===== config.mk =====
export PLATFORM = sky130hd
export DESIGN_NAME = tensor_element_to_fp32_top
export DESIGN_NICKNAME = d
export VERILOG_FILES = /design/src/rtl/tef32_pkg.sv /design/src/rtl/tef32_int_conv.sv /design/src/rtl/tensor_element_to_fp32_top.sv
export SDC_FILE = /design/constraint.sdc
export NUM_CORES = 1
export LEC_CHECK = 0
export BUFFER_PORTS_ARGS = -buffer_cell sky130_fd_sc_hd__buf_2
export CORE_UTILIZATION = 50
export CTS_CLUSTER_SIZE = 12
export DETAILED_ROUTE_END_ITERATION = 16
export PLACE_DENSITY = 0.74
export SYNTH_ARGS = -nofsm -noshare
export SYNTH_HDL_FRONTEND = slang
export SYNTH_SLANG_ARGS = --single-unit

===== constraint.sdc =====
create_clock -name clk -period 4.62 [get_ports clk]
set_input_delay 0.462 -clock clk [delete_from_list [all_inputs] [get_ports clk]]
set_output_delay 0.462 -clock clk [all_outputs]
set_load 0.02 [all_outputs]

===== src/rtl/tef32_pkg.sv =====
`timescale 1ns / 1ps
// tef32_pkg: shared types and constants for the tensor element to fp32 converter
// no dependencies
package tef32_pkg;
  localparam int RawW = 64;
  localparam int Fp32W = 32;
  localparam int FmtW = 3;
  localparam logic [FmtW-1:0] FMT_FP32 = 3'd0;
  localparam logic [FmtW-1:0] FMT_BF16 = 3'd1;
  localparam logic [FmtW-1:0] FMT_FP16 = 3'd2;
  localparam logic [FmtW-1:0] FMT_E4M3 = 3'd3;
  localparam logic [FmtW-1:0] FMT_INT64 = 3'd4;
  localparam logic [31:0] EXP_ALL_ONES = 32'h7F80_0000;
  localparam logic [31:0] QNAN = 32'h7FC0_0000;
  localparam logic [7:0] FP16_BIAS_ADJ = 8'd112;
  localparam logic [7:0] E4M3_BIAS_ADJ = 8'd120;

  typedef struct packed {
    logic        sign;
    logic [62:0] mag;
    logic        zero;
  } int_mag_t;
endpackage


===== src/rtl/tef32_int_conv.sv =====
`timescale 1ns / 1ps
// tef32_int_conv: three-stage int64 to fp32 conversion with round to nearest even
// depends on tef32_pkg
module tef32_int_conv (
  input  logic        clk,
  input  logic        rst_n,
  input  logic        in_vld,
  input  logic [63:0] in_val,
  output logic        out_vld,
  output logic [31:0] out_bits
);
  import tef32_pkg::*;

  int_mag_t    s1_r;
  logic        v1_r, v2_r, v3_r;
  logic        s2_sign_r, s2_zero_r;
  logic [5:0]  s2_p_r;
  logic [63:0] s2_norm_r;
  logic [31:0] s3_r;
  logic [63:0] neg;
  logic [5:0]  p_nxt;
  logic [63:0] norm_nxt;
  logic [23:0] q;
  logic        g, st, up;
  logic [31:0] res_nxt;

  assign neg = 64'd0 - in_val;

  // stage 1: magnitude
  always_ff @(posedge clk) begin
    if (!rst_n) v1_r <= 1'b0;
    else v1_r <= in_vld;
    s1_r.sign <= in_val[63];
    s1_r.mag <= in_val[63] ? neg[62:0] : in_val[62:0];
    s1_r.zero <= (in_val == 64'd0);
  end

  // stage 2: leading one and normalize
  always_comb begin
    p_nxt = 6'd0;
    for (int i = 0; i < 64; i++) begin
      if (i == 63) begin
        if (s1_r.sign && s1_r.mag == 63'd0) p_nxt = 6'd63;
      end else if (s1_r.mag[i]) begin
        p_nxt = 6'(i);
      end
    end
    norm_nxt = {1'b0, s1_r.mag} << (6'd63 - p_nxt);
    if (s1_r.sign && s1_r.mag == 63'd0) norm_nxt = 64'h8000_0000_0000_0000;
  end

  always_ff @(posedge clk) begin
    if (!rst_n) v2_r <= 1'b0;
    else v2_r <= v1_r;
    s2_sign_r <= s1_r.sign;
    s2_zero_r <= s1_r.zero;
    s2_p_r <= p_nxt;
    s2_norm_r <= norm_nxt;
  end

  // stage 3: round and pack
  always_comb begin
    q = s2_norm_r[63:40];
    g = s2_norm_r[39];
    st = |s2_norm_r[38:0];
    up = g && (st || q[0]);
    res_nxt = ({1'b0, 8'(8'd126 + {2'b00, s2_p_r}), 23'd0}) + {8'd0, q} + {31'd0, up};
    res_nxt[31] = s2_sign_r;
    if (s2_zero_r) res_nxt = 32'd0;
  end

  always_ff @(posedge clk) begin
    if (!rst_n) v3_r <= 1'b0;
    else v3_r <= v2_r;
    s3_r <= res_nxt;
  end

  assign out_vld = v3_r;
  assign out_bits = s3_r;

`ifndef ASSERT_OFF
  a_valid_chain: assert property (@(posedge clk) disable iff (!rst_n)
    in_vld |-> ##3 out_vld) else $error("int valid lost");
  a_zero: assert property (@(posedge clk) disable iff (!rst_n)
    (v2_r && s2_zero_r) |=> out_bits == 32'd0) else $error("int zero wrong");
  a_norm: assert property (@(posedge clk) disable iff (!rst_n)
    (v2_r && !s2_zero_r) |-> s2_norm_r[63]) else $error("int not normalized");
`endif
endmodule


===== src/rtl/tensor_element_to_fp32_top.sv =====
`timescale 1ns / 1ps
// tensor_element_to_fp32_top: raw tensor word to fp32 converter, top level
// depends on tef32_pkg and tef32_int_conv
//
// One word is taken every cycle (busy stays low) and its result appears on
// out_fp32_bits with out_valid after the three register stages of the int64
// path (magnitude, normalize, round). Results cannot be held off. Write
// cfg_source_format only while no word is in flight.
module tensor_element_to_fp32_top (
  input  logic                        clk,
  input  logic                        rst_n,
  input  logic                        start,
  output logic                        busy,
  input  logic [tef32_pkg::RawW-1:0]  in_raw_element,
  output logic                        out_valid,
  output logic [tef32_pkg::Fp32W-1:0] out_fp32_bits,
  input  logic                        cfg_valid,
  output logic                        cfg_ready,
  input  logic [tef32_pkg::FmtW-1:0]  cfg_source_format
);
  import tef32_pkg::*;

  logic [FmtW-1:0] fmt_r;
  logic [31:0] sf_nxt, sf1_r, sf2_r, sf3_r;
  logic        int1_r, int2_r, int3_r;
  logic        iv;
  logic [31:0] int_bits;
  logic [15:0] h;
  logic [7:0]  b;
  logic [2:0]  m8;
  logic [1:0]  sh;

  assign busy = 1'b0;
  assign cfg_ready = 1'b1;

  always_ff @(posedge clk) begin
    if (!rst_n) fmt_r <= FMT_FP32;
    else if (cfg_valid) fmt_r <= cfg_source_format;
  end

  always_comb begin
    h = in_raw_element[15:0];
    b = in_raw_element[7:0];
    m8 = b[2:0];
    sh = m8[2] ? 2'd0 : (m8[1] ? 2'd1 : 2'd2);
    sf_nxt = 32'd0;
    unique case (fmt_r)
      FMT_FP32: sf_nxt = in_raw_element[31:0];
      FMT_BF16: sf_nxt = {h, 16'd0};
      FMT_FP16: begin
        if (h[14:10] == 5'd0) sf_nxt = {h[15], 31'd0};
        else if (h[14:10] == 5'd31) sf_nxt = {h[15], 31'd0} | EXP_ALL_ONES | {9'd0, h[9:0], 13'd0};
        else sf_nxt = {h[15], 8'({3'd0, h[14:10]} + FP16_BIAS_ADJ), h[9:0], 13'd0};
      end
      FMT_E4M3: begin
        if (b[6:3] == 4'd0) begin
          if (m8 == 3'd0) sf_nxt = {b[7], 31'd0};
          else sf_nxt = {b[7], 8'(E4M3_BIAS_ADJ - {6'd0, sh}), 2'(m8 << sh), 21'd0};
        end else if (b[6:0] == 7'h7F) sf_nxt = {b[7], 31'd0} | QNAN;
        else sf_nxt = {b[7], 8'({4'd0, b[6:3]} + E4M3_BIAS_ADJ), m8, 20'd0};
      end
      default: sf_nxt = 32'd0;
    endcase
  end

  tef32_int_conv u_int (
    .clk(clk), .rst_n(rst_n), .in_vld(start), .in_val(in_raw_element),
    .out_vld(iv), .out_bits(int_bits)
  );

  // short formats ride alongside the int64 stages
  always_ff @(posedge clk) begin
    if (!rst_n) begin
      int1_r <= 1'b0;
      int2_r <= 1'b0;
      int3_r <= 1'b0;
    end else begin
      int1_r <= (fmt_r == FMT_INT64);
      int2_r <= int1_r;
      int3_r <= int2_r;
    end
    sf1_r <= sf_nxt;
    sf2_r <= sf1_r;
    sf3_r <= sf2_r;
  end

  assign out_valid = iv;
  assign out_fp32_bits = int3_r ? int_bits : sf3_r;

`ifndef ASSERT_OFF
  a_latency: assert property (@(posedge clk) disable iff (!rst_n)
    start |-> ##3 out_valid) else $error("word lost");
  a_no_extra: assert property (@(posedge clk) disable iff (!rst_n)
    out_valid |-> $past(start, 3)) else $error("word invented");
  a_never_busy: assert property (@(posedge clk) !busy) else $error("busy raised");
`endif
endmodule


==> metrics.md <==
| Metric | Value |
|---|---|
| Outcome | `completed` |
| Sequential share of power | `0.460` |
| Reg2Reg Depth | `13` |
| HPWL after DPL | `33.6 mm` |
| Post-synth top cells | `dfxtp_1 (274), nand2_1 (134), nor2_1 (119)` |
| Worst Skew | `0.0192 ns` |
| Sequential area share after synthesis | `0.398` |
| Clock sinks | `274` |
| Critical Path Start Type | `register` |
| Core footprint | `27,000 um2` |
| Detailed Route Iter0 Violations | `1,382` |
| Net Sw Power | `2.11 mW` |
| Cells along the critical path | `or4_1, and4b_1, nand2_1, nor2_2, or2_2, nor2_8, clkinv_8, buf_4, mux4_2, mux2i_1, o22a_1, nor2_1, a211o_1` |
| Core Rows | `60` |
| CP max stage delay | `0.62 ns` |
| Req. time, crit path | `5.04 ns` |
| Layout cells sized above 1 | `0.188` |
| Largest net degree at the start of global routing | `67` |
| Min Tclk post-route | `4.27 ns` |
| Count of pins over their slew limit | `0` |
| Crit-path max FO | `49` |
| Initial antenna violation count | `0` |
| Worst path arrival time | `4.70 ns` |
| Pre-CTS setup slack | `0.343 ns` |
| Layout fillers | `2,352` |
| All-Layer GR Usage | `0.314` |
| Clock power frac | `0.301` |
| Yosys top cell by area | `dfxtp_1` |
| Die area | `28,200 um2` |
| Post-DR wirelength/cell | `23.6 um` |
| Switching share of power | `0.319` |
| Number of max-cap violations | `0` |
| Max Fclk | `234 MHz` |
| Crit path kind | `register to register` |
| Post-Syn Area per Cell | `9.51 um2` |
| Dpl cells | `1,847` |
| RD Place Congestion | `1.01` |
| Post-synth top area share | `0.398` |
| Root buf cell | `clkbuf_16` |
| Initial Util | `0.511` |
| Worst Max-Slew Pin Slew | `0.990 ns` |
| Pwr Density | `431 nW/um2` |
| Hold Fails Final Rpt | `0` |
| CTS max path bufs | `3` |
| Post-Syn Area | `13,800 um2` |
| Primary FF master, synth | `dfxtp_1` |
| Async SR Flop Fraction | `0` |
| Ant diodes | `0` |
| Num CTS Buffers | `28` |
| Port Buffers | `103` |
| Cell with the most instances after synthesis | `dfxtp_1` |
| Setup TNS | `0 ns` |
| RSZ-0062 raised after global routing | `no` |
| H-tree Lvls | `1` |
| Final WS setup | `0.348 ns` |
| Clk_lat worst skew | `0.54 ns` |
| Seq cells post-synth | `274` |
| Final setup vio count | `0` |
| Leading post-synthesis cells by cell area | `dfxtp_1 (40%), mux4_2 (5.2%), mux2i_1 (4.7%)` |
| IO Count | `106` |
| P_int | `4.51 mW` |
| Yosys warning total | `0` |
| Gate Count Post-Synth | `1,448` |
| Synth unique cells | `93` |
| Logic gate share of total power | `0.240` |
| Clk slew on worst S/H paths | `0.06 ns` |
| Vias in the first global route | `11,600` |
| FF-to-FF setup slack | `0.35 ns` |
| Antenna Violating Nets Remaining | `0` |
| Routed WL | `44.6 mm` |
| Pre-antenna DRT Iters | `6` |
| Vias | `12,300` |
| Layout area overhead | `11.6%` |
| DRC | `0` |
| Die Wd | `168 um` |
| Die H | `168 um` |
| CTS tree | `built` |
| Hold Crit Class | `input pin to register` |
| Cts hold-fix bufs | `0` |
| Worst path slowest cell | `or4_1` |
| Final net count | `1,615` |
| Worst-case vdd ir drop | `0.000323 V` |
| Post-synth EDFFs | `0` |
| Final period util | `0.925` |
| Final Non-Filler Cells | `1,885` |
| First-pass GRT wire length | `68.9 mm` |
| Via-per-instance ratio | `6.51` |
| Hold path depth | `2` |
| Crit end category | `register` |
| Total gr overflow | `0` |
| Slew margin rel. | `0.340` |
| P_leak | `6.12 nW` |
-- worst max-delay path: cells and delay by family, from the launching register on --
| kind | cells | cell delay, ns |
|---|---|---|
| and+or+nand+nor | 7 | 1.74 |
| DFF | 1 | 0.38 |
| AOI/OAI and AO/OA | 2 | 0.52 |
| muxes | 2 | 0.94 |
| buffers and inverters | 2 | 0.57 |
-- metal layers --
metal	wire length, um	GRT usage	vias up
li1	-	-	5554
met1	19300	0.446	5922
met2	19700	0.488	692
met3	3690	0.0329	112
met4	1880	0.129	0
met5	0	0	-
-- cell type report --
class / instances / area (um2) / share of cell area
multi-input cells: 1060 / 7730 / 0.503
flip-flops and latches: 274 / 5490 / 0.357
repair buffers: 145 / 831 / 0.0541
clock buffers: 34 / 754 / 0.0491
well taps: 341 / 427 / 0.0278
inverters: 27 / 114 / 0.00741
clock inverters: 4 / 28.8 / 0.00187
-- cell families after synthesis --
| logic type | synth area share |
|---|---|
| compound gates | 0.176 |
| xor+xnor | 0.0547 |
| flops | 0.398 |
| buf+inv | 0.0413 |
| other cells | 0.000545 |
| simple gates | 0.174 |
| fa+ha+maj | 0.00727 |
| mux | 0.147 |
-- timing repair --
| item | CTS | global route |
|---|---|---|
| setup buffers | 0 | 0 |
| setup endpoints to repair | 0 | 2 |
| resized for setup | 0 | 1 |
| endpoints found under the hold margin | 0 | 0 |
-- sequential cells by signal, indices dropped and copies added (netlist names), 3 cells and up --
name	cells
u_int.out_bits	32
sf2_r	32
sf1_r	32
u_int.s2_norm_r	64
fmt_r	3
u_int.s2_p_r	6
u_int.s1_r	65
sf3_r	32
-- power by group through the flow --
stage	sequential, mW	clock (mW)	combinational (mW)
final	3.04	1.99	1.59
after global routing	3.08	2.12	1.69
after CTS	3.04	2.02	1.54
after detailed placement	3.08	0	1.54
after global placement	3.07	0	1.54
after floorplan	2.94	0	1.08
-- placed cells by master (no fill, tap or decap), types with 10 or more instances in the layout --
cell type / n
a21oi_1: 52
a22o_1: 10
a22oi_1: 16
a31oi_1: 16
and2_1: 23
and3_1: 10
buf_2: 103
buf_4: 42
clkbuf_16: 29
dfxtp_1: 274
inv_1: 22
mux2_2: 44
mux2i_1: 64
mux4_2: 32
nand2_1: 134
nand3_1: 27
nand4_1: 17
nor2_1: 118
nor2b_1: 19
nor3_1: 18
nor4_1: 26
o211ai_1: 20
o21ai_0: 72
o221ai_1: 11
o22ai_1: 22
o31ai_1: 23
o41ai_1: 11
or3_1: 13
or4_1: 17
xnor2_1: 60
xor2_1: 26
-- stage by stage --
stage	util	hold WS [ns]	cell area (um2)	power, mW
global placement	0.541	0.311	14600	4.61
finish	0.570	0.125	15400	6.63
floorplan	-	0.310	13800	4.01
CTS	0.570	0.116	15400	6.60
detailed placement	0.541	0.312	14600	4.62
global route	0.570	0.110	15400	6.89
-- worst paths after layout --
check                          start                   to
setup / recovery      u_int.s1_r[57]  u_int.s2_norm_r[42]
hold / removal    in_raw_element[54]       u_int.s1_r[55]
setup reg to reg      u_int.s1_r[57]  u_int.s2_norm_r[42]
hold reg to reg             sf1_r[6]             sf2_r[6]
No activity file was read; power rests on OpenSTA's default activity.
